==> config.mk <==
export PLATFORM = sky130hd
export DESIGN_NAME = bdrg_front
export DESIGN_NICKNAME = d
export VERILOG_FILES = /design/src/rtl/core/bdrg_pkg.sv /design/src/rtl/core/bdrg_front.sv
export SDC_FILE = /design/constraint.sdc
export NUM_CORES = 1
export LEC_CHECK = 0
export BUFFER_PORTS_ARGS = -buffer_cell sky130_fd_sc_hd__buf_2
export CAP_MARGIN = 20
export CORE_MARGIN = 5
export CORE_UTILIZATION = 37
export CTS_CLUSTER_DIAMETER = 60
export DETAILED_ROUTE_END_ITERATION = 7
export HOLD_SLACK_MARGIN = 0.1
export PLACE_DENSITY = 0.81
export SKIP_CTS_REPAIR_TIMING = 1
export SLEW_MARGIN = 20
export SYNTH_ARGS = -nofsm -noshare
export SYNTH_HDL_FRONTEND = slang
export SYNTH_SLANG_ARGS = --single-unit
==> constraint.sdc <==
create_clock -name i_clk -period 4.4 [get_ports i_clk]
set_input_delay 0.88 -clock i_clk [delete_from_list [all_inputs] [get_ports i_clk]]
set_output_delay 0.88 -clock i_clk [all_outputs]
set_load 0.01 [all_outputs]
==> src/rtl/core/bdrg_pkg.sv <==
// ----------------------------------------------------------------------------
// bdrg_pkg
// Shared types and constants of the distance relaxation block: payload
// structs of both channels, the work item between front and back, and the
// back-end state encoding.
// ----------------------------------------------------------------------------
package bdrg_pkg;

    // Store geometry; WORDS, LANES and PE_COUNT * LANES are powers of two
    localparam int WORDS       = 4096;
    localparam int LANES       = 8;
    localparam int PE_COUNT    = 16;
    localparam int QUEUE_DEPTH = 2;

    // Field widths
    localparam int DIST_W  = 8;
    localparam int VTX_W   = 24;
    localparam int PE_W    = 4;
    localparam int IDX_W   = 16;
    localparam int CAND_W  = DIST_W + 1;
    localparam int DIFF_W  = VTX_W + 1;
    localparam int LANE_W  = $clog2(LANES);
    localparam int ADDR_W  = $clog2(WORDS);
    localparam int WORD_W  = LANES * DIST_W;
    localparam int SHIFT_W = $clog2(PE_COUNT * LANES);

    // Input item: message bits 31..24 distance, 23..0 vertex
    typedef struct packed {
        logic [DIST_W-1:0] source_distance;
        logic [VTX_W-1:0]  dest_vertex;
    } t_in_item;

    // Result item
    typedef struct packed {
        logic              updated;
        logic [DIST_W-1:0] new_distance;
    } t_out_item;

    // Classified item handed from front to back
    typedef struct packed {
        logic [ADDR_W-1:0] word;
        logic [LANE_W-1:0] lane;
        logic [CAND_W-1:0] cand;
    } t_work;

    // Back-end sequencer states
    typedef enum logic [1:0] {
        ST_CLEAR,
        ST_READ,
        ST_MODIFY
    } t_state;

endpackage

==> src/rtl/core/bdrg_front.sv <==
// ----------------------------------------------------------------------------
// bdrg_front
// Front end: holds the processing-element id and turns each incoming item
// into a store word address, a byte lane and the 9-bit candidate distance.
// ----------------------------------------------------------------------------
module bdrg_front (
    input  logic                     i_clk,
    input  logic                     i_rst_n,
    input  logic                     i_cfg_we,
    input  logic [bdrg_pkg::PE_W-1:0] i_cfg_data,
    input  bdrg_pkg::t_in_item       i_item,
    output bdrg_pkg::t_work          o_work
);
    import bdrg_pkg::*;

    logic [PE_W-1:0]   r_pe_id;
    logic [DIFF_W-1:0] diff;
    logic [IDX_W-1:0]  idx;

    // Hold the processing-element id
    always_ff @(posedge i_clk) begin
        if (!i_rst_n) begin
            r_pe_id <= '0;
        end else if (i_cfg_we) begin
            r_pe_id <= i_cfg_data;
        end
    end

    // Local index: vertices below the id map to slot zero
    always_comb begin
        diff = {1'b0, i_item.dest_vertex} - DIFF_W'(r_pe_id);
        idx  = diff[DIFF_W-1] ? '0 : diff[SHIFT_W +: IDX_W];
    end

    // Split the index into word and lane, form the candidate
    always_comb begin
        o_work.word = idx[LANE_W +: ADDR_W];
        o_work.lane = idx[LANE_W-1:0];
        o_work.cand = {1'b0, i_item.source_distance} + CAND_W'(1);
    end

endmodule

Yosys cells after proc, flatten, opt, wreduce, memory -nomap -nowiden
Index checks and enable logic that the tools add are counted.
Cells by class
  multiplexer cells: 1
  add/subtract/negate cells: 2
Operators with widths (number)
  24-bit by 4-bit subtractor with 25-bit output: 1
  15-bit 2-to-1 mux: 1
  8-bit by 1-bit adder with 9-bit output (second input constant): 1
Storage, ports and cells
  input bits: 39
  word-level logic and storage cells: 4
  output and inout port bits: 24
  register bits after elaboration: 4

Longest topological paths before layout
  depth in word-level cells: 2
  depth in mapped cells: 9
  mapped depth without buffers: 7

Worst setup path before layout
OpenSTA, ideal clock, no wires.
  kind: input to output
  start: in i_item[3] (netlist name)
  end: out o_work[20] (netlist name)
  data arrival time: 2.953 ns
  stages: 7
  slack: 0.567 ns
  path buffers: 1
  data required time: 3.520 ns
  path through: ha_1 or4_4 or4_1 buf_2 a211o_1 or4_4 o21ai_1
RTL lines
  start, declared: line bdrg_front.sv:11  | input bdrg_pkg::t_in_item i_item,
  end, declared: line bdrg_front.sv:12  | output bdrg_pkg::t_work o_work

==> metrics.txt <==
fraction of the mapped netlist area in compound gates 0.2103; Filler cells 183; Final Cycle Share 0.9610; Starting Density 0.3979; Buf/Inv on CP 2; Worst-Skew Late Latency 0.24 ns; Worst path max stage delay 0.53 ns; ratio of total power to cell area 154.3 nW/um^2; Port Buffer Count 62; ys async rst share 0; root buf cell clkbuf_4; FP Rows 15; maximum clock path buffer count 2; TritonCTS buffer count 3; largest net degree at the start of global routing 13; count leader, synth nor2_1; Die Area 2868 sq um; Final Power 0.0001620 W; Ports 63; Seq/Total Area, Yosys 0.1141; CP max-delay cell or4_4; area share of the largest cell type after synthesis 0.1141; CP max FO 12; CTS tree done; final instance area 1050 sq um; Max transition margin 0.7148; # DRC 0; vias after detailed routing 926; synthesis-stage register bit count 4; syn_area_per_cell 7.312 sq um; Adder-Cell Fraction of Synth Area 0.07130; HPWL after DPL 1.957 mm; Worst Tran Pin Value 0.4250 ns; Hold Path Origin r_pe_id[2]; post-route ant nets 0; wire per inst 11.95 um; All-Layer GR Usage 0.1537; Setup WS post-layout 0.1714 ns; Distinct cells, synth 39; antenna cells 0; initial antenna violation count 0; first-pass GRT wire length 3.367 mm; Cells after Synth 96; die height 53.56 um; crit start category input pin; clock sinks 4; main combinational cell family by area after synthesis simple AND/OR/NAND/NOR gates; Worst Hold Class flip-flop to flip-flop; delay-heaviest family, CP simple AND/OR/NAND/NOR gates; Largest regs r_pe_id x4; CP Capture Type output port; Avg Vias per Cell 5.060; DRT Wirelength 2.187 mm; Pleak 0.5020 nW; final hold viol count 0; nets 203; critical path cell sequence buf_2 > ha_1 > or4_4 > or4_1 > a211o_1 > or4_4 > o21ai_1 > buf_2; Yosys warning count 0; RSZ-0062 raised after global routing no; grt total ovfl 0; predominant post-synthesis flop cell dfxtp_1; Synth Cell Area 701.9 sq um; DRT Pass-1 Iters 4; mux contribution to synthesized area 0.08913; final setup vio count 0; xor/xnor share of the synthesized area 0.1123; Post-synth EDFFs 0; via count of the first global-routing pass 898; worst r2r src r_pe_id[3]; f_max 236.5 MHz; Post-Syn Nets 139; fin. max-slew vios 0; Simple-Gate Fraction of Synth Area 0.3476; layout cells sized above 1 0.4557; RD Place Congestion 0.7032; largest area contributor in the netlist dfxtp_1; max FFs per register 4; Fin Setup TNS 0 ns; Worst Setup SP i_item[3]; critical path arrival 3.35 ns; Final Critical Period 4.229 ns; max-cap violations 0; Core ar. 1764 sq um; htree depth 1; Worst VDD drop 132.0 uV; outcome finished, final reports clean; skew final 0 ns; most frequent cells after synthesis nor2_1 (8), nand2_1 (7), xnor2_1 (7); die width 53.56 um; largest cells by area after synthesis dfxtp_1 (11%), xnor2_1 (8.7%), ha_1 (7.1%), mux2i_1 (5.7%), nor2b_1 (4.5%); Area Overhead vs Synth 49.55%; Crit Path Category input pin to output port; placed inst area 1027 sq um; CP required 3.52 ns; Initial DRC Count 4; clock slew at reported path FFs 0.03 ns; Setup Slack @ Placement 0.1678 ns; Reg with most FFs r_pe_id
[layer usage]
layer  vias up  wire [um]  track usage  share of wire
met2        40       1164       0.3041           0.53
met1       406        819       0.1559           0.37
met3         2        179      0.01662          0.082
met5         -          0            0              0
li1        478          -            -              -
met4         0         22      0.07660          0.010
[power breakdown]
part | total (W) | switching [W] | internal [W] | leakage (nW)
clock network | 0.0000446 | 0.0000142 | 0.0000304 | 0.0138
logic | 0.0000776 | 0.0000405 | 0.0000371 | 0.455
registers | 0.0000397 | 0.00000105 | 0.0000387 | 0.0330
total | 0.000162 | 0.0000558 | 0.000106 | 0.502
[worst min-delay path: stages, from the launching register on]
cell and delay (ns):
dfxtp_1 0.32, mux2i_1 0.07, nor2b_1 0.09
[area by class of cell]
type / count / area [sq um] / share of cell area
timing repair buffer: 62 / 310.3 / 0.2956
tap: 25 / 31.28 / 0.02980
sequential: 4 / 80.08 / 0.07628
inverter: 6 / 22.52 / 0.02145
multi-input combinational: 83 / 583.1 / 0.5554
clock buffer: 3 / 22.52 / 0.02145
[cells by family after synthesis]
kind of cell	Yosys count
xor gates and xnor gates	9
AOI/OAI and AO/OA	23
DFF	4
and+or+nand+nor	41
muxes	6
buffers and inverters	9
adders and majority gates	4
[final timing paths]
kind	end	slack [ns]	cells past startpoint
worst min-delay path	r_pe_id[2]	0.52	2
worst max register to register	r_pe_id[3]	3.80	2
worst max-delay path	o_work[20]	0.17	8
worst min register to register	r_pe_id[2]	0.52	2
[cell usage in the layout, fill, tap and decap left out, drive strengths merged]
cell type,count
inv,6
o21ai,6
a211o,1
o41ai,2
nor2,8
nor2b,5
xor2,2
nand2,7
o22ai,1
nand3,2
dfxtp,4
or4,6
and2,2
a21o,1
xnor2,7
o31ai,2
o2bb2ai,1
nor4,1
clkbuf,3
nand2b,2
or3,2
mux2,2
mux2i,4
and4,1
buf,62
and3,1
nand4,1
ha,4
a311oi,1
nor3,3
a211oi,2
a21oi,6
[stage by stage]
step | instances | utilization | hold WS (ns)
2_1_floorplan | 96 | - | 0.4742
3_3_place_gp | 180 | 0.5823 | 0.4902
3_5_place_dp | 180 | 0.5823 | 0.5192
6_report | 183 | 0.5950 | 0.5188
4_1_cts | 183 | 0.5950 | 0.5271
5_1_grt | 183 | 0.5950 | 0.5762
Note: power is estimated with default switching activity, not from simulation.
