--- config.mk ---
export PLATFORM = sky130hd
export DESIGN_NAME = bdrg_queue
export DESIGN_NICKNAME = d
export VERILOG_FILES = /design/src/rtl/core/bdrg_pkg.sv /design/src/rtl/core/bdrg_queue.sv
export SDC_FILE = /design/constraint.sdc
export NUM_CORES = 1
export LEC_CHECK = 0
export ABC_AREA = 1
export BUFFER_PORTS_ARGS = -buffer_cell sky130_fd_sc_hd__buf_2
export CAP_MARGIN = 20
export CORE_MARGIN = 2
export CORE_UTILIZATION = 45
export CTS_CLUSTER_DIAMETER = 40
export DETAILED_ROUTE_END_ITERATION = 10
export PLACE_DENSITY = 0.7
export SLEW_MARGIN = 10
export SYNTH_ARGS = -nofsm -noshare
export SYNTH_HDL_FRONTEND = slang
export SYNTH_SLANG_ARGS = --single-unit
--- constraint.sdc ---
create_clock -name i_clk -period 2.8 [get_ports i_clk]
set_input_delay 0.56 -clock i_clk [delete_from_list [all_inputs] [get_ports i_clk]]
set_output_delay 0.56 -clock i_clk [all_outputs]
set_load 0.02 [all_outputs]
--- src/rtl/core/bdrg_pkg.sv ---
// ----------------------------------------------------------------------------
// bdrg_pkg
// Shared types and constants of the distance relaxation block: payload
// structs of both channels, the work item between front and back, and the
// back-end state encoding.
// ----------------------------------------------------------------------------
package bdrg_pkg;

    // Store geometry; WORDS, LANES and PE_COUNT * LANES are powers of two
    localparam int WORDS       = 4096;
    localparam int LANES       = 8;
    localparam int PE_COUNT    = 16;
    localparam int QUEUE_DEPTH = 2;

    // Field widths
    localparam int DIST_W  = 8;
    localparam int VTX_W   = 24;
    localparam int PE_W    = 4;
    localparam int IDX_W   = 16;
    localparam int CAND_W  = DIST_W + 1;
    localparam int DIFF_W  = VTX_W + 1;
    localparam int LANE_W  = $clog2(LANES);
    localparam int ADDR_W  = $clog2(WORDS);
    localparam int WORD_W  = LANES * DIST_W;
    localparam int SHIFT_W = $clog2(PE_COUNT * LANES);

    // Input item: message bits 31..24 distance, 23..0 vertex
    typedef struct packed {
        logic [DIST_W-1:0] source_distance;
        logic [VTX_W-1:0]  dest_vertex;
    } t_in_item;

    // Result item
    typedef struct packed {
        logic              updated;
        logic [DIST_W-1:0] new_distance;
    } t_out_item;

    // Classified item handed from front to back
    typedef struct packed {
        logic [ADDR_W-1:0] word;
        logic [LANE_W-1:0] lane;
        logic [CAND_W-1:0] cand;
    } t_work;

    // Back-end sequencer states
    typedef enum logic [1:0] {
        ST_CLEAR,
        ST_READ,
        ST_MODIFY
    } t_state;

endpackage

--- src/rtl/core/bdrg_queue.sv ---
// ----------------------------------------------------------------------------
// bdrg_queue
// Small FIFO of classified items between front and back so that each side
// stalls on its own.
// ----------------------------------------------------------------------------
module bdrg_queue (
    input  logic             i_clk,
    input  logic             i_rst_n,
    input  logic             i_push,
    input  bdrg_pkg::t_work  i_item,
    output logic             o_full,
    input  logic             i_pop,
    output logic             o_valid,
    output bdrg_pkg::t_work  o_item
);
    import bdrg_pkg::*;

    localparam int PTR_W = (QUEUE_DEPTH > 1) ? $clog2(QUEUE_DEPTH) : 1;
    localparam int CNT_W = $clog2(QUEUE_DEPTH + 1);

    t_work             r_slot [QUEUE_DEPTH];
    logic [PTR_W-1:0]  r_wr_ptr;
    logic [PTR_W-1:0]  r_rd_ptr;
    logic [CNT_W-1:0]  r_count;
    logic [PTR_W-1:0]  n_wr_ptr;
    logic [PTR_W-1:0]  n_rd_ptr;
    logic [CNT_W-1:0]  n_count;

    // Advance pointers with wrap
    always_comb begin
        n_wr_ptr = r_wr_ptr;
        n_rd_ptr = r_rd_ptr;
        n_count  = r_count;
        if (i_push) begin
            n_wr_ptr = (r_wr_ptr == PTR_W'(QUEUE_DEPTH - 1)) ? '0 : r_wr_ptr + PTR_W'(1);
        end
        if (i_pop) begin
            n_rd_ptr = (r_rd_ptr == PTR_W'(QUEUE_DEPTH - 1)) ? '0 : r_rd_ptr + PTR_W'(1);
        end
        if (i_push && !i_pop) begin
            n_count = r_count + CNT_W'(1);
        end else if (i_pop && !i_push) begin
            n_count = r_count - CNT_W'(1);
        end
    end

    always_ff @(posedge i_clk) begin
        if (!i_rst_n) begin
            r_wr_ptr <= '0;
            r_rd_ptr <= '0;
            r_count  <= '0;
        end else begin
            r_wr_ptr <= n_wr_ptr;
            r_rd_ptr <= n_rd_ptr;
            r_count  <= n_count;
        end
    end

    // Store pushed items
    always_ff @(posedge i_clk) begin
        if (i_push) begin
            r_slot[r_wr_ptr] <= i_item;
        end
    end

    assign o_full  = (r_count == CNT_W'(QUEUE_DEPTH));
    assign o_valid = (r_count != '0);
    assign o_item  = r_slot[r_rd_ptr];

endmodule

=== Yosys cells after proc, flatten, opt, wreduce, memory -nomap -nowiden ===
Memories as Yosys holds them, arrays and structs flattened. A register that Yosys moved wholly into a read port is not among the register bits.
Cells that the tools add are included.

* Flip-flop bits (word level): 4
* RAM bits: 48
* Input bits: 28
* Output and inout bits: 26
* Word-level logic and storage cells: 23
* Memories: 1

{| class="wikitable"
|+ Memories
! name !! words !! width !! read ports !! clocked after Yosys merged registers in !! wr ports !! line !! RTL
|-
| r_slot || 2 || 24 || 1 || 1 || 1 || bdrg_queue.sv:21 || <nowiki>t_work r_slot [QUEUE_DEPTH];</nowiki>
|}

* Add/sub/neg operators: 4
* Equality and inequality tests: 1
* Multiplexer cells: 8
* Reductions and logical operators: 6

{| class="wikitable"
|+ Operators with widths
! operator !! count
|-
| 2-to-1 mux 1 bit || 6
|-
| 2-to-1 mux 2 bit || 2
|-
| nonzero test 2 bit || 2
|-
| adder 1 bit, second input constant || 2
|-
| adder 2 x 1 -> 2 bit, second input constant || 1
|-
| equality test 2 bit, second input constant || 1
|-
| logical AND 1 bit || 2
|-
| zero test 1 bit || 2
|-
| subtractor 2 x 1 -> 2 bit, second input constant || 1
|}

=== Longest topological paths before layout ===
* Depth after elaboration: 4
* Mapped depth: 8

=== Worst setup path after synthesis ===
OpenSTA, ideal clock, no wires.

* Path type: input to register
* Start point: in i_push
* End point: mem r_slot[0][0] in the netlist's numbering (enable)
* Arrival time: 1.615 ns
* Required time: 2.395 ns
* Slack: 0.779 ns
* Cell stages on the path: 2
* Path through: inv_1 nor2_1

* Cells in the longest elaborated chain, start to end: 2

{| class="wikitable"
|+ RTL lines
! what !! line !! RTL
|-
| start, declared || bdrg_queue.sv:9 || <nowiki>input logic i_push,</nowiki>
|-
| 2-to-1 mux 1 bit || bdrg_queue.sv:61 || <nowiki>if (i_push) begin</nowiki>
|-
| 2-to-1 mux 1 bit (implied by the code) || bdrg_queue.sv:62 || <nowiki>r_slot[r_wr_ptr] <= i_item;</nowiki>
|-
| end, declared || bdrg_queue.sv:21 ||
|}

No other way between the ends.

==> impl_metrics.json <==
{
  "run_status": "finished clean",
  "drt-total-wl_mm": 3.43,
  "wl_per_cell_microns": 15.3,
  "pwr_density_cell_mw_per_mm2": 658,
  "synth_area_leader_cell": "edfxtp_1",
  "yosysWarnings": 0,
  "cp.buffers_inverters": 2,
  "core_sq_mm": 0.00438,
  "criticalPathCategory": "flip-flop to primary output",
  "grtUsageTotal_pct": 14.9,
  "syn_nets": 139,
  "initialDrtViolationCount": 60,
  "worst_hold_path_type": "input pin to flip-flop",
  "netlist_instances": 110,
  "finalCriticalPeriod_ns": 2.28,
  "setup_viol": 0,
  "cpPeakStageDelay_ns": 0.64,
  "fin_crit_sh_pct": 81.5,
  "drive_gt1_share_pct": 51.7,
  "crit_arrival_ns": 1.72,
  "most-common-layout-cells": "53 x buf_2, 48 x edfxtp_1, 20 x mux2_4, 9 x nand2_1, 8 x inv_1",
  "dp_hpwl_mm": 2.51,
  "worstSetupEndpointType": "primary output",
  "cts_setup_buffers": 0,
  "grt_max_degree": 25,
  "final_common_cell": "buf_2",
  "start_util_pct": 47.1,
  "seqCellArea_sq_mm": 0.00154,
  "via_count": 1086,
  "cp.required_ns": 2.24,
  "cpMaxStageDelayCell": "dfxtp_1",
  "start_kind": "flip-flop",
  "cp_max_fo": 9,
  "grt_pass1_vias": 1218,
  "max_cap_violations": 0,
  "clockBufferDepth": 2,
  "portBuffers": 53,
  "final_cells": 224,
  "rows": 24,
  "dpl.cell_count": 216,
  "dieArea_sq_mm": 0.00515,
  "p_leak_nw": 1.04,
  "antenna_cells": 0,
  "wl_met3_microns": 189,
  "finalSetupTns_ns": 0,
  "die_y_microns": 71.8,
  "cts_buffers": 5,
  "syn-cell-area_sq_mm": 0.00207,
  "path_cells": "buf_4 > mux2_4 > buf_2",
  "finish.utilization_pct": 56.7,
  "relSlewSlack_pct": 66.9,
  "cts_tree": "done",
  "n_fill_cell": 352,
  "area_growth_pct": 20.4,
  "crit_family": "flip-flops",
  "worst_slew_pin_slew_ns": 0.495,
  "root_buffer": "clkbuf_8",
  "cts_sinks": 53,
  "holdWs_ns": 0.444,
  "min_from": "i_item[20]",
  "whs_path_depth": 1,
  "synth_seq_cells": 53,
  "ys_seq_area_share_pct": 74.6,
  "rsz0062_at_grt": "false",
  "clk_pin_slew_worst_paths_ns": 0.09,
  "r2r_start": "r_wr_ptr",
  "p_total_mw": 1.64,
  "cts_hold_buffers": 0,
  "cts_resized": 0,
  "reg2reg_slack_ns": 1.65,
  "ant_nets": 0,
  "route.detailed.drc": 0,
  "routedLengthMet1_mm": 1.28,
  "slew_violations": 0,
  "drt_pass1_iterations": 4,
  "synth_cell_types": 14,
  "ff2ff_path_depth": 3,
  "fmax_mhz": 438,
  "chipWidth_microns": 71.8,
  "top_layer": "met4",
  "grt_pass1_wl_mm": 5.58,
  "finalNetCount": 200,
  "htreeDepth": 2,
  "holdPathEnd": "r_slot[1][20]",
  "grt-ovfl-total": 0,
  "peakVddDrop_uv": 425,
  "synth_top_area_share_pct": 69.8,
  "final-hold-violation-count": 0,
  "skew_ns": 0.00634,
  "place.gp.congestion": 0.705,
  "clock_latency_ns": 0.29,
  "multiInputGateArea_sq_um": 445,
  "rr_endpoint": "r_slot[1][4]",
  "wl_met2_mm": 1.92,
  "synth_area_leaders": "edfxtp_1 70%, mux2_4 15%, dfxtp_1 4.8%, mux2_2 2.2%, buf_12 1.9%",
  "antenna_found_initial": 0,
  "vias_per_cell": 4.85,
  "post_synth.cell_area_avg_sq_um": 18.8,
  "ios": 54
}
## layout make-up
| type | instances | area share (%) |
|---|---|---|
| Sequential cell | 53 | 62.0 |
| Clock inverter | 3 | 1.66 |
| Inverter | 8 | 1.21 |
| Timing Repair Buffer | 57 | 11.9 |
| Tap cell | 52 | 2.62 |
| Multi-Input combinational cell | 46 | 17.9 |
| Clock buffer | 5 | 2.77 |
## registers in the layout, summed over array words and instances, names as in the netlist, named ones only
register and count:
r_count 2, r_rd_ptr 1, r_slot 48, r_wr_ptr 1
## logic make-up after synthesis
logic type,share of synthesized area [%]
flip-flops,74.6
AND/OR/NAND/NOR,3.63
adder cells (fa/ha/maj),0.606
AO/OA/AOI/OAI,0.484
buffers and inverters,3.94
multiplexers,16.7
## per-layer routing
layer  vias to the layer above  global-route usage [%]
met5                         -                       0
met4                         0                    5.66
met3                         6                    5.77
met2                        36                    26.7
met1                       526                    15.6
li1                        518                       -
## through the flow
step / worst slack, ns / area (sq um)
2_1_floorplan: 0.779 / 2070
3_3_place_gp: 0.856 / 2380
3_5_place_dp: 0.811 / 2380
4_1_cts: 0.480 / 2490
5_1_grt: 0.399 / 2490
6_report: 0.519 / 2490
## how the worst max path moves through the flow
stage | endpoint | slack, ns | cells after the start | start
finish | o_item[10] | 0.52 | 3 | flip-flop
global route | o_item[10] | 0.40 | 3 | flip-flop
CTS | o_item[10] | 0.48 | 3 | flip-flop
detailed placement | o_item[12] | 0.81 | 3 | flip-flop
global placement | o_item[10] | 0.86 | 3 | flip-flop
floorplan | r_slot[0][0] | 0.78 | 2 | i_push
## cell usage after synthesis
master	n
nand2_1	9
a21oi_1	1
buf_6	1
dfxtp_1	5
nand4_1	1
ha_1	1
mux2_4	20
o21ai_0	1
edfxtp_1	48
mux2_2	4
inv_1	8
nor2_1	8
buf_12	2
nand3_1	1
## power breakdown
part | switching [mW] | internal (mW) | leakage (nW)
registers | 0.0173 | 0.910 | 0.492
clock network | 0.231 | 0.263 | 0.0518
logic | 0.120 | 0.0956 | 0.492
Power figures use the tool's default switching activity.
