File: config.mk
export PLATFORM = sky130hd
export DESIGN_NAME = bdrg_back
export DESIGN_NICKNAME = d
export VERILOG_FILES = /design/src/rtl/core/bdrg_pkg.sv /design/src/rtl/core/bdrg_back.sv
export SDC_FILE = /design/constraint.sdc
export NUM_CORES = 1
export LEC_CHECK = 0
export BUFFER_PORTS_ARGS = -buffer_cell sky130_fd_sc_hd__buf_2
export CAP_MARGIN = 10
export CORE_UTILIZATION = 35
export DETAILED_ROUTE_END_ITERATION = 16
export GPL_TIMING_DRIVEN = 0
export PLACE_DENSITY_LB_ADDON = 0.3
export SYNTH_ARGS = -nofsm -noshare
export SYNTH_HDL_FRONTEND = slang
export SYNTH_SLANG_ARGS = --single-unit
export TNS_END_PERCENT = 20
File: constraint.sdc
create_clock -name i_clk -period 4.49 [get_ports i_clk]
set_input_delay 0.449 -clock i_clk [delete_from_list [all_inputs] [get_ports i_clk]]
set_output_delay 0.449 -clock i_clk [all_outputs]
set_load 0.01 [all_outputs]
File: src/rtl/core/bdrg_pkg.sv
// ----------------------------------------------------------------------------
// bdrg_pkg
// Shared types and constants of the distance relaxation block: payload
// structs of both channels, the work item between front and back, and the
// back-end state encoding.
// ----------------------------------------------------------------------------
package bdrg_pkg;

    // Store geometry; WORDS, LANES and PE_COUNT * LANES are powers of two
    localparam int WORDS       = 4096;
    localparam int LANES       = 8;
    localparam int PE_COUNT    = 16;
    localparam int QUEUE_DEPTH = 2;

    // Field widths
    localparam int DIST_W  = 8;
    localparam int VTX_W   = 24;
    localparam int PE_W    = 4;
    localparam int IDX_W   = 16;
    localparam int CAND_W  = DIST_W + 1;
    localparam int DIFF_W  = VTX_W + 1;
    localparam int LANE_W  = $clog2(LANES);
    localparam int ADDR_W  = $clog2(WORDS);
    localparam int WORD_W  = LANES * DIST_W;
    localparam int SHIFT_W = $clog2(PE_COUNT * LANES);

    // Input item: message bits 31..24 distance, 23..0 vertex
    typedef struct packed {
        logic [DIST_W-1:0] source_distance;
        logic [VTX_W-1:0]  dest_vertex;
    } t_in_item;

    // Result item
    typedef struct packed {
        logic              updated;
        logic [DIST_W-1:0] new_distance;
    } t_out_item;

    // Classified item handed from front to back
    typedef struct packed {
        logic [ADDR_W-1:0] word;
        logic [LANE_W-1:0] lane;
        logic [CAND_W-1:0] cand;
    } t_work;

    // Back-end sequencer states
    typedef enum logic [1:0] {
        ST_CLEAR,
        ST_READ,
        ST_MODIFY
    } t_state;

endpackage

File: src/rtl/core/bdrg_back.sv
// ----------------------------------------------------------------------------
// bdrg_back
// Back end: clears the store after reset, then runs a read-modify-write on
// the single-port store for each queued item and loads the result register.
// ----------------------------------------------------------------------------
module bdrg_back (
    input  logic                        i_clk,
    input  logic                        i_rst_n,
    input  logic                        i_q_valid,
    input  bdrg_pkg::t_work             i_q_item,
    output logic                        o_q_pop,
    output logic                        o_clearing,
    output logic                        o_ram_we,
    output logic [bdrg_pkg::ADDR_W-1:0] o_ram_addr,
    output logic [bdrg_pkg::WORD_W-1:0] o_ram_wdata,
    input  logic [bdrg_pkg::WORD_W-1:0] i_ram_rdata,
    output logic                        o_out_valid,
    input  logic                        i_out_stall,
    output bdrg_pkg::t_out_item         o_out_data
);
    import bdrg_pkg::*;

    t_state            r_state;
    t_state            n_state;
    logic [ADDR_W-1:0] r_clr_addr;
    logic              r_out_valid;
    t_out_item         r_out_data;
    logic              out_free;
    logic              load;
    logic [DIST_W-1:0] stored;
    logic              update;
    logic [WORD_W-1:0] merged;

    assign out_free = !r_out_valid || !i_out_stall;

    // Pick the addressed byte and compare at nine bits
    always_comb begin
        stored = '0;
        for (int l = 0; l < LANES; l++) begin
            if (i_q_item.lane == LANE_W'(l)) begin
                stored = i_ram_rdata[l*DIST_W +: DIST_W];
            end
        end
        update = (i_q_item.cand < {1'b0, stored});
    end

    // Replace the addressed byte with the candidate
    always_comb begin
        merged = i_ram_rdata;
        for (int l = 0; l < LANES; l++) begin
            if (i_q_item.lane == LANE_W'(l)) begin
                merged[l*DIST_W +: DIST_W] = i_q_item.cand[DIST_W-1:0];
            end
        end
    end

    // Next state
    always_comb begin
        n_state = r_state;
        case (r_state)
            ST_CLEAR: begin
                if (r_clr_addr == ADDR_W'(WORDS - 1)) begin
                    n_state = ST_READ;
                end
            end
            ST_READ: begin
                if (i_q_valid) begin
                    n_state = ST_MODIFY;
                end
            end
            ST_MODIFY: begin
                if (out_free) begin
                    n_state = ST_READ;
                end
            end
            default: n_state = ST_CLEAR;
        endcase
    end

    // Outputs toward store, queue and result register
    always_comb begin
        o_ram_we    = 1'b0;
        o_ram_addr  = i_q_item.word;
        o_ram_wdata = merged;
        o_q_pop     = 1'b0;
        load        = 1'b0;
        o_clearing  = 1'b0;
        case (r_state)
            ST_CLEAR: begin
                o_ram_we    = 1'b1;
                o_ram_addr  = r_clr_addr;
                o_ram_wdata = '1;
                o_clearing  = 1'b1;
            end
            ST_READ: begin
                o_ram_we = 1'b0;
            end
            ST_MODIFY: begin
                o_ram_we = update && out_free;
                o_q_pop  = out_free;
                load     = out_free;
            end
            default: begin
                o_clearing = 1'b1;
            end
        endcase
    end

    // State and clear sweep counter
    always_ff @(posedge i_clk) begin
        if (!i_rst_n) begin
            r_state    <= ST_CLEAR;
            r_clr_addr <= '0;
        end else begin
            r_state <= n_state;
            if (r_state == ST_CLEAR) begin
                r_clr_addr <= r_clr_addr + ADDR_W'(1);
            end
        end
    end

    // Result register: load when free, drop when taken
    always_ff @(posedge i_clk) begin
        if (!i_rst_n) begin
            r_out_valid <= 1'b0;
        end else if (load) begin
            r_out_valid <= 1'b1;
        end else if (!i_out_stall) begin
            r_out_valid <= 1'b0;
        end
    end

    always_ff @(posedge i_clk) begin
        if (load) begin
            r_out_data.updated      <= update;
            r_out_data.new_distance <= update ? i_q_item.cand[DIST_W-1:0] : '0;
        end
    end

    assign o_out_valid = r_out_valid;
    assign o_out_data  = r_out_data;

endmodule

Yosys cells after proc, flatten, opt, wreduce, memory -nomap -nowiden
Index checks and enable logic that the tools add are counted.
{"block": "word_totals", "regBits": 24, "latch_bits": 0, "mem_bits_rw": 0, "rom_bits": 0, "in_bits": 92, "out_inout_bits": 89, "elab_cells": 56, "n_memories": 0}
{"block": "classes", "n_addsub": 1, "multipliers": 0, "n_div": 0, "order_cmp": 1, "n_eq_ne": 14, "n_shift": 0, "mux": 27, "n_bitwise": 0, "n_reduce_logical": 8}
{"operator": "$mux 8", "n": 16}
{"operator": "$mux 64", "n": 1}
{"operator": "$add 12x1->12 const B", "n": 1}
{"operator": "$eq 12x12->1 const B", "n": 1}
{"operator": "$eq 3x3->1 const B", "n": 4}
{"operator": "$mux 12", "n": 1}
{"operator": "$lt 9x8->1", "n": 1}
{"operator": "$ne 2x2->1 const B", "n": 4}
{"operator": "$eq 3x2->1 const B", "n": 2}
{"operator": "$mux 2", "n": 3}
{"operator": "$pmux 2 s3", "n": 1}
{"operator": "$mux 1", "n": 4}
{"operator": "$eq 3x1->1 const B", "n": 1}
{"operator": "$logic_not 3->1", "n": 1}
{"operator": "$reduce_and 3->1", "n": 1}
{"operator": "$eq 2x1->1 const B", "n": 1}
{"operator": "$eq 2x2->1 const B", "n": 1}
{"operator": "$logic_not 1->1", "n": 2}
{"operator": "$logic_not 2->1", "n": 1}
{"operator": "$pmux 1 s2", "n": 1}
{"operator": "$reduce_or 2->1", "n": 1}
{"operator": "$logic_and 1x1->1", "n": 1}
{"operator": "$logic_or 1x1->1", "n": 1}

Logic depth before layout (Yosys ltp)
{"block": "depth", "ltp_word": 12, "ltp_mapped": 14, "mapped_depth_nobuf": 11}

Worst setup path after synthesis
No wires, ideal clock.
{"block": "synth_path", "kind": "input port to output port", "from": "input i_q_item[9] (netlist name)", "to": "output o_ram_we", "arrival_ns": 2.994, "t_required_ns": 4.041, "path_slack_ns": 1.047, "stages": 12, "path_buffers": 2, "cell_sequence": "buf_2 -> buf_2 -> mux4_2 -> nand2_1 -> o21ai_0 -> a21oi_1 -> ha_1 -> and4_1 -> a2111oi_0 -> o21ai_0 -> a31oi_2 -> a21o_1"}
{"block": "synth_via", "elab_chain_cells": 12, "word_cells_on_any_way": 19, "classes_between": "order compare (1); eq/ne (7); mux (9); reduce/logical (2)"}
{"element": "start, declared", "line": "bdrg_back.sv:10", "text": "input bdrg_pkg::t_work i_q_item,"}
{"element": "$logic_not 3->1", "line": "bdrg_back.sv:40", "text": "if (i_q_item.lane == LANE_W'(l)) begin"}
{"element": "$mux 8 (7 in a row)", "line": "bdrg_back.sv:40"}
{"element": "$mux 8 (*)", "line": "bdrg_back.sv:40"}
{"element": "$lt 9x8->1 (*)", "line": "bdrg_back.sv:44", "text": "update = (i_q_item.cand < {1'b0, stored});"}
{"element": "via update", "line": "bdrg_back.sv:31", "text": "logic update;"}
{"element": "$logic_and 1x1->1 (*)", "line": "bdrg_back.sv:99", "text": "o_ram_we = update && out_free;"}
{"element": "$pmux 1 s2 (*)", "line": "bdrg_back.sv:88", "text": "case (r_state)"}
{"element": "end, declared", "line": "bdrg_back.sv:13", "text": "output logic o_ram_we,"}
Mark *: on every way through the listed nets, which the timed path passes. The rest lies on a longest branch.

Worst setup path after layout
Ends and elaborated chain as after synthesis.

==> qor.csv <==
metric,value,unit
status,completed,
via_per_inst,5.619,
swShare,33.63,%
dp.final_hpwl,9928,um
yosys.area.top_type_share,11.44,%
synth_cell_types,49,
critPathLaunchType,input pin,
min_period,4.248,ns
synth_compound_area_share,22.30,%
syn_nets,505,
pre_cts_ws,0.2525,ns
setup_viol,0,
final_area,4133,um2
grt_pass1_wl,18600,um
synth_top_cells_by_area,"a211o_1 (11%), dfxtp_1 (9.8%), nor2b_1 (9.6%)",
p_sw,195.2,uW
rows,33,
cp_common_cell,buf_2,
synth_xor_area_share,2.574,%
synthArstFlopShare,0,%
power.share.clock,22.4,%
seq_power_share,40.0,%
grt_use_total,26.76,%
drtIter0Drc,246,
synth_area,3063,um2
cts_setup_buffers,0,
period_share,94.61,%
cap_violations,0,
cpMaxStageDelayCell,mux4_2,
grt_antenna_before_repair,0,
grt_pass1_vias,3554,
cpPeakStageDelay,0.55,ns
max_freq,235.4,MHz
portBuffers,178,
drt_first_pass_iters,5,
synthCells,401,
area_growth_syn_to_layout,34.93,%
final-hold-violation-count,0,
fp.dieW,95.55,um
h-tree-depth,1,
routedWlPerCell,18.00,um
cts.clk_slew.worst_paths,0.08,ns
cp_max_fo,10,
ys.flop_type,dfxtp_1,
ios,181,
gp_congestion,0.9185,
required,4.04,ns
seq_area_frac_synth,18.63,%
utilization,49.55,%
p_int,385.3,uW
relSlewSlack,35.68,%
gr-max-usage-layer,met2,
grt_overflow_total,0,
powerDensity,140.5,nW/um2
critPathKind,in -> out,
worstSkewPairLatency,0.27,ns
start_util,36.72,%
peakVddDrop,82.30,uV
synth-warning-count,0,
path_cells,buf_2 -> buf_2 -> mux4_2 -> nand2_1 -> o21ai_0 -> a21oi_1 -> ha_1 -> and4_1 -> a2111oi_0 -> o21ai_0 -> a31oi_2 -> a21o_1 -> buf_2,
tritoncts,built,
cts_root_buffer,clkbuf_8,
tightest_slew,0.9649,ns
worstSetupEndpointType,output port,
ys_seq_elements,24,
synth_top_family_by_area,simple AND/OR/NAND/NOR gates,
fin_skew,0.003205,ns
hp-class,in -> reg,
ctsHoldBuffers,0,
pwr-share-comb,37.6,%
final_net_count,688,
synth.most_common_cell,nand2_1,
tns,0,ns
vias,3866,
drive_gt1_share,37.39,%
drcViolationCount,0,
yosys.area_share.simple,35.42,%
wl,12380,um
cts.sinks,24,
cp_data_arrival_time,3.80,ns
synthAdderAreaFrac,4.902,%
cp_top_family,compound AO/OA/AOI/OAI gates,
placed_area,4085,um2
avgSynthCellArea,7.638,um2
path_buf_inv,3,
met1_usage,35.42,%
synth-edff-count,9,
synthMuxAreaShare,10.50,%
power_leakage,1.770,nW
use_met2,44.23,%
synth.largest_area_cell,a211o_1,
diodes,0,
clock_path_buffers,2,
rsz0062_at_grt,no,
core,8341,um2
synth_common_cells,"nand2_1 (62), nor2b_1 (47), a211o_1 (40)",
finalMaxSlewViolations,0,
grt_max_degree,14,
ant_nets,0,
cts_buffers,3,
met3_usage,2.951,%
die_area,9130,um2
die_h,95.55,um
setup_slack,0.2422,ns
-- kinds of logic after synthesis --
family / Yosys count
buf+inv: 43
simple gates: 198
flops: 24
mux: 25
compound gates: 90
xor+xnor: 9
fa+ha+maj: 12
-- timing repair --
action                                 CTS  global route
setup endpoints to repair                0             1
resized for setup                        0             4
endpoints found under the hold margin    0             0
-- worst min-delay path, cell delays in order --
cell	delay [ns]
buf_2	0.10
a21oi_1	0.06
nor2b_1	0.10
-- flip-flops by register name, indices dropped and copies added, names as in the netlist --
| register | cells |
|---|---|
| o_out_data | 9 |
| o_out_valid | 1 |
| r_clr_addr | 12 |
| r_state | 2 |
-- path summary, 6_finish.rpt --
kind	slack, ns	end	cells past startpoint	start
worst max register to register	2.44	r_clr_addr[0]$_SDFFE_PN0P_	6	r_state[0]$_SDFFE_PN0P_
worst min-delay path	0.48	o_out_valid$_SDFFE_PN0P_	3	i_out_stall
worst min register to register	0.53	r_clr_addr[9]$_SDFFE_PN0P_	2	r_clr_addr[9]$_SDFFE_PN0P_
worst max-delay path	0.24	o_ram_we	13	i_q_item[9]
-- cells in the final DEF, fill, tap and decap left out, types with 5 or more instances in the layout --
cell type,count
buf_2,188
nand2_1,62
nor2b_1,47
a211o_1,40
nand3b_1,24
clkbuf_1,23
and2_1,19
a21oi_1,15
dfxtp_1,15
nor2_1,14
mux2_2,13
ha_1,12
o21ai_0,9
edfxtp_1,9
inv_1,8
nand3_1,8
mux2i_1,7
xnor2_1,5
-- power by group through the flow --
stage	Sequential (mW)	Combinational, mW	Clock, mW
floorplan	0.236	0.122	0
global placement	0.237	0.210	0
detailed placement	0.237	0.214	0
CTS	0.232	0.214	0.132
global route	0.233	0.238	0.139
finish	0.232	0.218	0.130
-- final cells by class --
type	count	area, um2
buffer	35	146.4
clock buffer	4	45.04
fill	863	4208
inverter	8	30.03
multi-input combinational	334	2318
sequential	24	570.5
tap	105	131.4
timing repair buffer	178	890.9
-- stage by stage --
| step | power [mW] | hold WS (ns) | cells |
|---|---|---|---|
| global placement | 0.4469 | 0.4879 | 684 |
| floorplan | 0.3585 | 0.4690 | 401 |
| detailed placement | 0.4511 | 0.5179 | 684 |
| finish | 0.5806 | 0.4819 | 688 |
| global route | 0.6105 | 0.5058 | 688 |
| CTS | 0.5783 | 0.4760 | 688 |
-- per-layer routing --
metal  up-vias  wire length, um  part of all wire (%)
met2       226             5999                    48
li1       1803                -                     -
met5         -                0                     0
met3        28              913                   7.4
met1      1809             5081                    41
met4         0              388                   3.1
Note: power is estimated with default switching activity, not from simulation.
